$ cat config.mk
export PLATFORM = sky130hd
export DESIGN_NAME = depth_shift_anaglyph_top
export DESIGN_NICKNAME = d
export VERILOG_FILES = /design/src/hdl/dsa_pkg.sv /design/src/hdl/dsa_depth_shift.sv /design/src/hdl/depth_shift_anaglyph_top.sv
export SDC_FILE = /design/constraint.sdc
export NUM_CORES = 1
export LEC_CHECK = 0
export ABC_AREA = 0
export BUFFER_PORTS_ARGS = -buffer_cell sky130_fd_sc_hd__buf_2
export CAP_MARGIN = 20
export CORE_ASPECT_RATIO = 1.25
export CORE_MARGIN = 3
export CORE_UTILIZATION = 60
export DETAILED_ROUTE_END_ITERATION = 16
export GPL_TIMING_DRIVEN = 0
export PLACE_DENSITY = 0.76
export SYNTH_ARGS = -nofsm -noshare
export SYNTH_HDL_FRONTEND = slang
export SYNTH_SLANG_ARGS = --single-unit
$ cat constraint.sdc
create_clock -name i_clk -period 26.2 [get_ports i_clk]
set_input_delay 5.24 -clock i_clk [delete_from_list [all_inputs] [get_ports i_clk]]
set_output_delay 5.24 -clock i_clk [all_outputs]
set_load 0.005 [all_outputs]
$ cat src/hdl/dsa_pkg.sv
`default_nettype none

package dsa_pkg;

    // default configuration of the block
    localparam int MAX_SHIFT_DEF = 15;
    localparam int MAX_WIDTH_DEF = 4096;

    // pixel byte layout
    localparam int DEPTH_W = 8;
    localparam int COLOR_W = 8;
    localparam int RGB_W   = 3 * COLOR_W;

    // APB register map
    localparam int APB_DATA_W    = 32;
    localparam int APB_ADDR_W    = 3;
    localparam int ROW_WIDTH_W   = 13;
    localparam int ROW_WIDTH_RST = 640;
    localparam logic [APB_ADDR_W-3:0] REG_ROW_WIDTH = '0;

    // blue, green and red of one pixel
    typedef struct packed {
        logic [COLOR_W-1:0] red;
        logic [COLOR_W-1:0] green;
        logic [COLOR_W-1:0] blue;
    } t_rgb;

endpackage

`default_nettype wire

$ cat src/hdl/dsa_depth_shift.sv
`default_nettype none

// shift = MAX_SHIFT * depth / 255, integer quotient.
// Divide by 255 done as q = (y + (y >> 8)) >> 8 with y = x + 1,
// exact for x below 65535 (x here is at most MAX_SHIFT * 255).
module dsa_depth_shift #(
    parameter int MAX_SHIFT = dsa_pkg::MAX_SHIFT_DEF
) (
    input  wire logic [dsa_pkg::DEPTH_W-1:0]           i_depth,
    output logic      [$clog2(MAX_SHIFT+1)-1:0]        o_shift
);
    import dsa_pkg::*;

    localparam int SHIFT_W = $clog2(MAX_SHIFT + 1);
    localparam int PROD_W  = SHIFT_W + DEPTH_W;
    localparam int SUM_W   = PROD_W + 2;

    logic [SUM_W-1:0] prod;
    logic [SUM_W-1:0] prod_inc;
    logic [SUM_W-1:0] quot;

    always_comb begin
        prod     = SUM_W'(MAX_SHIFT) * SUM_W'(i_depth);
        prod_inc = prod + SUM_W'(1);
        quot     = (prod_inc + (prod_inc >> 8)) >> 8;
        o_shift  = quot[SHIFT_W-1:0];
    end

endmodule

`default_nettype wire

$ cat src/hdl/depth_shift_anaglyph_top.sv
// Output: a pixel is loaded into the output register at the edge that accepts the pixel
//   MAX_SHIFT columns to its right, or during the row-end drain, and tvalid is set at that edge.
// Throughput: one pixel per clock in a row while the output is not stalled. The last pixel
//   of a row drains the MAX_SHIFT entry window, pausing while the output stalls, with
//   s_axis_tready low. Inside a row tready follows the output once the window is full.
// Reset: i_rst_n synchronous, active low; clears valid bits, column counter and drain state,
//   row_width returns to 640. Window payload is not cleared.
`default_nettype none

module depth_shift_anaglyph_top #(
    parameter int MAX_SHIFT = dsa_pkg::MAX_SHIFT_DEF,
    parameter int MAX_WIDTH = dsa_pkg::MAX_WIDTH_DEF
) (
    input  wire logic                            i_clk,
    input  wire logic                            i_rst_n,
    // APB configuration
    input  wire logic                            i_psel,
    input  wire logic                            i_penable,
    input  wire logic                            i_pwrite,
    input  wire logic [dsa_pkg::APB_ADDR_W-1:0]  i_paddr,
    input  wire logic [dsa_pkg::APB_DATA_W-1:0]  i_pwdata,
    output logic      [dsa_pkg::APB_DATA_W-1:0]  o_prdata,
    output logic                                 o_pready,
    // pixel in
    input  wire logic                            i_s_axis_tvalid,
    output logic                                 o_s_axis_tready,
    input  wire logic [31:0]                     i_s_axis_tdata, // in_blue, in_green, in_red, depth
    // pixel out
    output logic                                 o_m_axis_tvalid,
    input  wire logic                            i_m_axis_tready,
    output logic      [23:0]                     o_m_axis_tdata, // out_blue, out_green, out_red
    output logic                                 o_m_axis_tlast  // row_last
);
    import dsa_pkg::*;

    localparam int WIN     = MAX_SHIFT;            // window taps; incoming word is the newest
    localparam int TOP     = MAX_SHIFT - 1;        // oldest tap
    localparam int IDX_W   = (WIN > 1) ? $clog2(WIN) : 1;
    localparam int SHIFT_W = $clog2(MAX_SHIFT + 1);
    localparam int COL_W   = $clog2(MAX_WIDTH);
    localparam int EW      = $clog2(MAX_WIDTH + 1);
    localparam int CMP_W   = (EW > ROW_WIDTH_W) ? EW : ROW_WIDTH_W;
    localparam int SUM_W   = ((COL_W > SHIFT_W) ? COL_W : SHIFT_W) + 2;

    // ---------------- configuration ----------------
    logic [ROW_WIDTH_W-1:0] r_row_width;
    logic                   cfg_wr;
    logic                   cfg_sel;

    assign o_pready = 1'b1;
    assign cfg_sel  = (i_paddr[APB_ADDR_W-1:2] == REG_ROW_WIDTH);
    assign cfg_wr   = i_psel && i_penable && i_pwrite && o_pready && cfg_sel;
    assign o_prdata = cfg_sel ? APB_DATA_W'(r_row_width) : '0;

    always_ff @(posedge i_clk) begin
        if (!i_rst_n) begin
            r_row_width <= ROW_WIDTH_W'(ROW_WIDTH_RST);
        end else if (cfg_wr) begin
            r_row_width <= i_pwdata[ROW_WIDTH_W-1:0];
        end
    end

    // effective width: zero acts as one, anything above MAX_WIDTH as MAX_WIDTH
    logic [CMP_W-1:0] width_ext;
    logic [CMP_W-1:0] width_clamp;
    logic [EW-1:0]    eff_width;

    always_comb begin
        width_ext = CMP_W'(r_row_width);
        if (width_ext == '0) begin
            width_clamp = CMP_W'(1);
        end else if (width_ext > CMP_W'(MAX_WIDTH)) begin
            width_clamp = CMP_W'(MAX_WIDTH);
        end else begin
            width_clamp = width_ext;
        end
        eff_width = width_clamp[EW-1:0];
    end

    // ---------------- input word ----------------
    t_rgb                in_rgb;
    logic [SHIFT_W-1:0]  in_shift;

    assign in_rgb.blue  = i_s_axis_tdata[7:0];
    assign in_rgb.green = i_s_axis_tdata[15:8];
    assign in_rgb.red   = i_s_axis_tdata[23:16];

    // shift is worked out on entry and kept in the window instead of depth
    dsa_depth_shift #(
        .MAX_SHIFT (MAX_SHIFT)
    ) u_depth_shift (
        .i_depth (i_s_axis_tdata[31:24]),
        .o_shift (in_shift)
    );

    // ---------------- shift window ----------------
    // Tap 0 holds the pixel before the incoming one, tap TOP the oldest. The window moves
    // one tap per accepted pixel, and with bubbles while a row end drains. A pixel is
    // emitted as it leaves tap TOP; its source pixel then sits at tap TOP - shift, or is
    // the incoming word itself for a full shift.
    t_rgb               r_win_rgb [WIN];
    logic [SHIFT_W-1:0] r_win_m   [WIN];
    logic [COL_W-1:0]   r_win_col [WIN];
    logic [WIN-1:0]     r_win_last;
    logic [WIN-1:0]     r_vld;
    logic [WIN-1:0]     n_vld;

    logic [COL_W-1:0]   r_col;      // column of the next incoming pixel
    logic               r_flush;    // row end drain in progress
    logic               n_flush;

    logic               out_free;
    logic               adv_ok;
    logic               s_acc;
    logic               advance;
    logic               emit;
    logic               in_last;

    assign out_free        = !o_m_axis_tvalid || i_m_axis_tready;
    assign adv_ok          = out_free || !r_vld[TOP];
    assign o_s_axis_tready = !r_flush && adv_ok;
    assign s_acc           = i_s_axis_tvalid && o_s_axis_tready;
    assign advance         = s_acc || (r_flush && adv_ok);
    assign emit            = advance && r_vld[TOP];
    assign in_last         = (EW'(r_col) + EW'(1)) >= eff_width;

    always_comb begin
        n_vld   = r_vld;
        n_flush = r_flush;
        if (advance) begin
            n_vld = {r_vld[WIN-2:0], s_acc};
        end
        if (s_acc && in_last) begin
            n_flush = 1'b1;
        end else if (r_flush) begin
            n_flush = |n_vld;
        end
    end

    always_ff @(posedge i_clk) begin
        if (!i_rst_n) begin
            r_vld   <= '0;
            r_flush <= 1'b0;
            r_col   <= '0;
        end else begin
            r_vld   <= n_vld;
            r_flush <= n_flush;
            if (s_acc) begin
                r_col <= in_last ? '0 : r_col + COL_W'(1);
            end
        end
    end

    // window payload, no reset
    always_ff @(posedge i_clk) begin
        if (advance) begin
            r_win_rgb[0]  <= in_rgb;
            r_win_m[0]    <= in_shift;
            r_win_col[0]  <= r_col;
            r_win_last[0] <= in_last;
            for (int i = 1; i < WIN; i++) begin
                r_win_rgb[i]  <= r_win_rgb[i-1];
                r_win_m[i]    <= r_win_m[i-1];
                r_win_col[i]  <= r_win_col[i-1];
                r_win_last[i] <= r_win_last[i-1];
            end
        end
    end

    // ---------------- output word ----------------
    logic [IDX_W-1:0]   src_tap;
    t_rgb               src_rgb;
    t_rgb               own_rgb;
    logic [SUM_W-1:0]   src_end;
    logic               take_src;
    t_rgb               out_rgb;

    always_comb begin
        own_rgb  = r_win_rgb[TOP];
        // full shift: source is the word being accepted (never taken while draining)
        src_tap  = '0;
        src_rgb  = in_rgb;
        if (r_win_m[TOP] != SHIFT_W'(MAX_SHIFT)) begin
            src_tap = IDX_W'(SHIFT_W'(TOP) - r_win_m[TOP]);
            src_rgb = r_win_rgb[src_tap];
        end
        src_end  = SUM_W'(r_win_col[TOP]) + SUM_W'(r_win_m[TOP]) + SUM_W'(1);
        take_src = src_end < SUM_W'(eff_width);
        out_rgb  = own_rgb;
        if (take_src) begin
            out_rgb.blue  = src_rgb.blue;
            out_rgb.green = src_rgb.green;
        end
    end

    logic   r_out_vld;
    t_rgb   r_out_rgb;
    logic   r_out_last;

    always_ff @(posedge i_clk) begin
        if (!i_rst_n) begin
            r_out_vld <= 1'b0;
        end else if (emit) begin
            r_out_vld <= 1'b1;
        end else if (i_m_axis_tready) begin
            r_out_vld <= 1'b0;
        end
    end

    always_ff @(posedge i_clk) begin
        if (emit) begin
            r_out_rgb  <= out_rgb;
            r_out_last <= r_win_last[TOP];
        end
    end

    assign o_m_axis_tvalid = r_out_vld;
    assign o_m_axis_tdata  = {r_out_rgb.red, r_out_rgb.green, r_out_rgb.blue};
    assign o_m_axis_tlast  = r_out_last;

    // ---------------- checks ----------------
    a_last_starts_drain: assert property (@(posedge i_clk) disable iff (!i_rst_n)
        (s_acc && in_last) |=> r_flush)
        else $error("row end did not start drain");

    a_drain_empties: assert property (@(posedge i_clk) disable iff (!i_rst_n)
        $fell(r_flush) |-> (r_vld == '0))
        else $error("drain ended with pixels left in window");

    a_one_row_end: assert property (@(posedge i_clk) disable iff (!i_rst_n)
        $countones(r_vld & r_win_last) <= 1)
        else $error("more than one row end in window");

    a_col_zero_in_drain: assert property (@(posedge i_clk) disable iff (!i_rst_n)
        r_flush |-> (r_col == '0))
        else $error("column count not cleared at row end");

endmodule

`default_nettype wire
Yosys cells after proc, flatten, opt, wreduce, memory -nomap -nowiden:

Memory sizes are Yosys's and may differ from the RTL's.
Cells that the tools add are included.

* register bits: 82
* bits in writable memories: 600
* word-level logic and storage cells: 56
* memories: 3

* add/subtract/negate cells: 7
* $mul: 1
* $lt $le $gt $ge: 3
* eq/ne operators: 1
* muxes and demuxes: 13
* bitwise logic cells: 1
* reductions and logical operators: 17

Memory list
* r_win_rgb: words 15, bits a word 24, rd ports 16, clocked after Yosys merged registers in 0, wr ports 15, RTL line depth_shift_anaglyph_top.sv:101 `t_rgb r_win_rgb [WIN];`
* r_win_col: words 15, bits a word 12, rd ports 15, clocked after Yosys merged registers in 0, wr ports 15, RTL line depth_shift_anaglyph_top.sv:103 `logic [COL_W-1:0] r_win_col [WIN];`
* r_win_m: words 15, bits a word 4, rd ports 15, clocked after Yosys merged registers in 0, wr ports 15, RTL line depth_shift_anaglyph_top.sv:102 `logic [SHIFT_W-1:0] r_win_m [WIN];`

Operators with widths (number)
* $mux W13: 3
* $mux W16: 2
* $add A12 B1 Y13 const B: 2
* $mux W15: 1
* $reduce_or A15 Y1: 1
* $add A13 B1 Y14 const B: 1
* $lt A14 B13 Y1: 1
* $add A12 B4 Y13: 1
* $ge A13 B13 Y1: 1
* $gt A13 B13 Y1 const B: 1
* $logic_not A13 Y1: 1
* $add A12 B1 Y12 const B: 1
* $add A12 B5 Y12: 1
* $mul A4 B8 Y12 const A: 1
* $mux W12: 1
* $logic_and A1 B1 Y1: 8
* $mux W1: 6
* $ne A4 B4 Y1 const B: 1
* $sub A4 B4 Y4 const A: 1
* $logic_not A1 Y1: 3
* $logic_or A1 B1 Y1: 3
* $reduce_bool A2 Y1: 1
* $not A1 Y1: 1

Logic depth before layout (Yosys ltp):

* depth after elaboration: 10
* depth in mapped cells: 20
* mapped depth without buffers: 19

By module:

A second synthesis with hierarchy kept.

* cell total of the unflattened synthesis: 1343
* area, all modules: 25563.3 µm²

By module, submodules not included
* depth_shift_anaglyph_top: times used 1, cells each 1226, area each 24524.8 µm², sequential area each 20059.2 µm²
* dsa_depth_shift: times used 1, cells each 117, area each 1038.5 µm², sequential area each 0.0 µm²

Least setup slack after synthesis:

OpenSTA, ideal clock, no wires.

* kind: input to register
* start point: input port i_m_axis_tready
* end point: memory r_win_col[0][0] (netlist bit) (enable)
* setup time: 1.218 ns
* arrival: 22.671 ns
* data required time: 24.982 ns
* path slack: 2.311 ns
* stages: 6
* cell sequence: nor2b_1 -> and2_1 -> or2_2 -> clkbuf_1 -> inv_1 -> buf_1

RTL lines
* start, declared: RTL line depth_shift_anaglyph_top.sv:30 `input wire logic i_m_axis_tready,`
* end, declared: RTL line depth_shift_anaglyph_top.sv:103

Final worst setup path:

* start point: input port i_paddr[2] (netlist bit)
* end point: output port o_prdata[4] (netlist bit)

* word-level cells in the longest chain between the ends: 1

RTL lines
* start, declared: RTL line depth_shift_anaglyph_top.sv:20 `input wire logic [dsa_pkg::APB_ADDR_W-1:0] i_paddr,`
* $mux W13: RTL line depth_shift_anaglyph_top.sv:53 `assign o_prdata = cfg_sel ? APB_DATA_W'(r_row_width) : '0;`
* end, declared: RTL line depth_shift_anaglyph_top.sv:22 `output logic [dsa_pkg::APB_DATA_W-1:0] o_prdata,`

Every way passes these cells.

==> out/metrics.cfg <==
[synthesis]
synth-seq-cells=682
yosys.area_share.adder_pct=3.56
synthCells=1361
syn_area_sq_mm=0.0254
synth_top_family_by_area=multiplexers
synth_edf_count=640
muxShareOfSynthArea_pct=6.26
syn_avg_cell_area_sq_um=18.7
synth_flop_cell=edfxtp_1
async_reset_ff_share_pct=0
synth_cell_types=62
synth-xor-area-share_pct=1.10
synth_simple_gate_area_share_pct=4.22
synth_compound_area_share_pct=4.14
ys_seq_area_share_pct=78.9
synth_warnings=0

[setup_path]
worstReg2RegStart=r_win_m[1][24]
critical_path.max_fanout=10
critPathRequiredTime_ps=20960
crit_buf_inv=3
endpoint_kind=primary output
start_kind=input pin
setup.worst_path.start=i_paddr[2]
worstSetupPathType=in -> out
r2r_cells=17
critPathSlowestCell=clkbuf_1
cp_top_family=buffers and inverters
worst_path_most_repeated_cell=buf_2
critPathArrivalTime_ps=6120
critical_path.max_stage_delay_ps=420
critical_path_depth=4
worstPathCellList=buf_2, clkbuf_1, nor2b_1, buf_2

[routing]
wirelength_microns=42900
drc_errors=0
drt-initial-drc-count=948
wl_per_cell_microns=20.0
drt-pass1-iter-count=5
via_count=12325
ant_nets=0
viasPerCell=5.74

[power_and_ir_drop]
intPower_w=0.00187
comb_power_share_pct=8.2
power_density_mw_per_mm2=82.1
netSwitchingFraction_pct=21.6
power.switching_w=0.000513
p_clk_share_pct=37.4
irDropWorstVdd_mv=0.0544
leakage_nw=10.5
finalPower_w=0.00238
seq_power_share_pct=54.4

[floorplanning]
dieArea_sq_mm=0.0449
die_x_microns=190
start_util_pct=61.4
num_rows=83
design.core.area_sq_mm=0.0414
die_h_microns=236
ios=134

[global_route]
grt_max_degree=48
antenna_found_initial=0
grt_util_all_layers_pct=19.4
overflow=0
grt_pass1_vias=12421
grt_pass1_wl_microns=68000

[placed_design]
placed_cells=2038
place_hpwl_microns=26800
place.gp.congestion=0.845
placed_area_sq_mm=0.0270
portBuffers=92

[finish]
area_delta_synth_final_pct=13.9
fillers=2591
final_area_sq_mm=0.0290
multiInputGateArea_sq_mm=0.00498
diodes=0
regArea_sq_mm=0.0201
nNetsFinal=1687
stdcell_count=2149
drive_gt1_share_pct=19.1

[sta]
layout_min_cycle_time_ps=11360
setup_viol=0
finalCritPeriodShare_pct=43.3
rsz0062_at_grt=no
fmax_mhz=88.1
hold_violations=0
slew-limit-headroom_pct=29.2
hold_slack_ps=408
fin_worst_skew_ps=26.1
tns_ps=0
finalMaxSlewViolations=0
tightest_slew_ps=1060

[clock_tree]
cts_resized=0
cts_hold_buffers=0
insertion_delay_ps=610
cts_sinks=682
path_clk_slew_ps=60
cts_root_buffer=clkbuf_16
cts_buffer_depth=3
cts_buffers=61
cts_tree=yes
post_cts_buffers=0
htreeDepth=2

[job]
cap_violations=0

[worst_hold_path]
min_path_type=reg -> reg
min_path_cells=0
min_from=r_win_col[0][34]

[outcome]
outcome=complete, no violations

## per-stage QoR
step                      setup WS [ps]  util (%)
after CTS                         14850      69.9
after global routing              14790      69.9
after floorplan                    2310         -
after global placement            -2760      64.3
after detailed placement          14850      65.1
final                             14840      69.9
## worst reg2reg max path: cells and delay by family (launching register included)
kind / cells / cell delay, ps
and+or+nand+nor: 5 / 1070
adders and majority gates: 3 / 970
xor gates and xnor gates: 1 / 170
DFF: 1 / 400
buffers and inverters: 4 / 1120
muxes: 1 / 360
AOI/OAI and AO/OA: 3 / 460
## power groups by stage
stage | Clock (W) | Sequential [W] | Combinational, W
4_1_cts | 0.000911 | 0.00129 | 0.000196
2_1_floorplan | 0 | 0.00134 | 0.000139
3_5_place_dp | 0 | 0.00132 | 0.000194
5_1_grt | 0.000952 | 0.00130 | 0.000216
6_report | 0.000889 | 0.00129 | 0.000195
3_3_place_gp | 0 | 0.00136 | 0.000180
## layout make-up
| cell class | instances | share of cell area [%] |
|---|---|---|
| tap | 552 | 2.38 |
| clock buffer | 76 | 5.71 |
| sequential | 682 | 69.2 |
| inverter | 38 | 0.492 |
| clock inverter | 35 | 1.23 |
| buffer | 58 | 1.10 |
| multi-input combinational | 601 | 17.2 |
| timing repair buffer | 107 | 2.65 |
## logic make-up after synthesis
| logic type | after synthesis |
|---|---|
| XOR/XNOR | 31 |
| AND/OR/NAND/NOR | 228 |
| other | 2 |
| flip-flops | 682 |
| AO/OA/AOI/OAI | 161 |
| adder cells (fa/ha/maj) | 64 |
| buffers and inverters | 96 |
| multiplexers | 97 |
## sequential cells by signal (all words and copies together), names as in the netlist
register	cells
r_win_col	180
r_win_m	60
o_m_axis_tvalid	1
o_m_axis_tdata	24
o_m_axis_tlast	1
r_row_width	13
r_win_last	15
r_win_rgb	360
r_col	12
r_vld	15
r_flush	1
## final timing paths
check	end	slack, ps
max	o_prdata[4]	14840
min	r_win_col[0][46]	410
max reg2reg	o_m_axis_tdata[5]	21390
min reg2reg	r_win_col[0][46]	410
## layer usage
layer  GRT usage, %  vias up  part of all wire, %
met5              0        -                    0
met4           7.12        0                  3.1
met3           3.34       86                  5.8
met2           30.8      399                   49
met1           27.7     6223                   42
li1               -     5617                    -
## Yosys cell counts, drive strengths merged (13+ instances only)
library cell  number  share of area, %
a21oi             77               1.5
a221oi            17              0.59
buf               36              0.92
clkbuf            22              0.33
dfxtp             42               3.3
edfxtp           640                76
fa                14               1.1
ha                50               2.5
inv               38              0.56
mux2              17              0.75
mux2i             32               1.3
mux4              48               4.3
nand2             79               1.2
nand3             13              0.26
nor2              68               1.0
nor2b             16              0.39
o21ai             16              0.31
xnor2             17              0.62
xor2              14              0.48
## layout by cell type (no fill, tap or decap), types with 11 or more instances in the layout
cell type,instances
edfxtp_1,640
clkbuf_1,31
a221oi_1,17
buf_12,14
clkinv_1,11
fa_1,14
conb_1,20
mux4_2,48
xor2_1,14
nor2_1,68
mux2_2,15
nor2b_1,16
a21oi_1,76
clkinv_2,11
ha_1,50
mux2i_1,32
dfxtp_1,42
buf_2,103
xnor2_1,16
inv_1,38
o21ai_0,15
nand2_1,79
buf_4,21
nand3_1,13
clkbuf_16,63
Note: power is estimated with default switching activity, not from simulation.
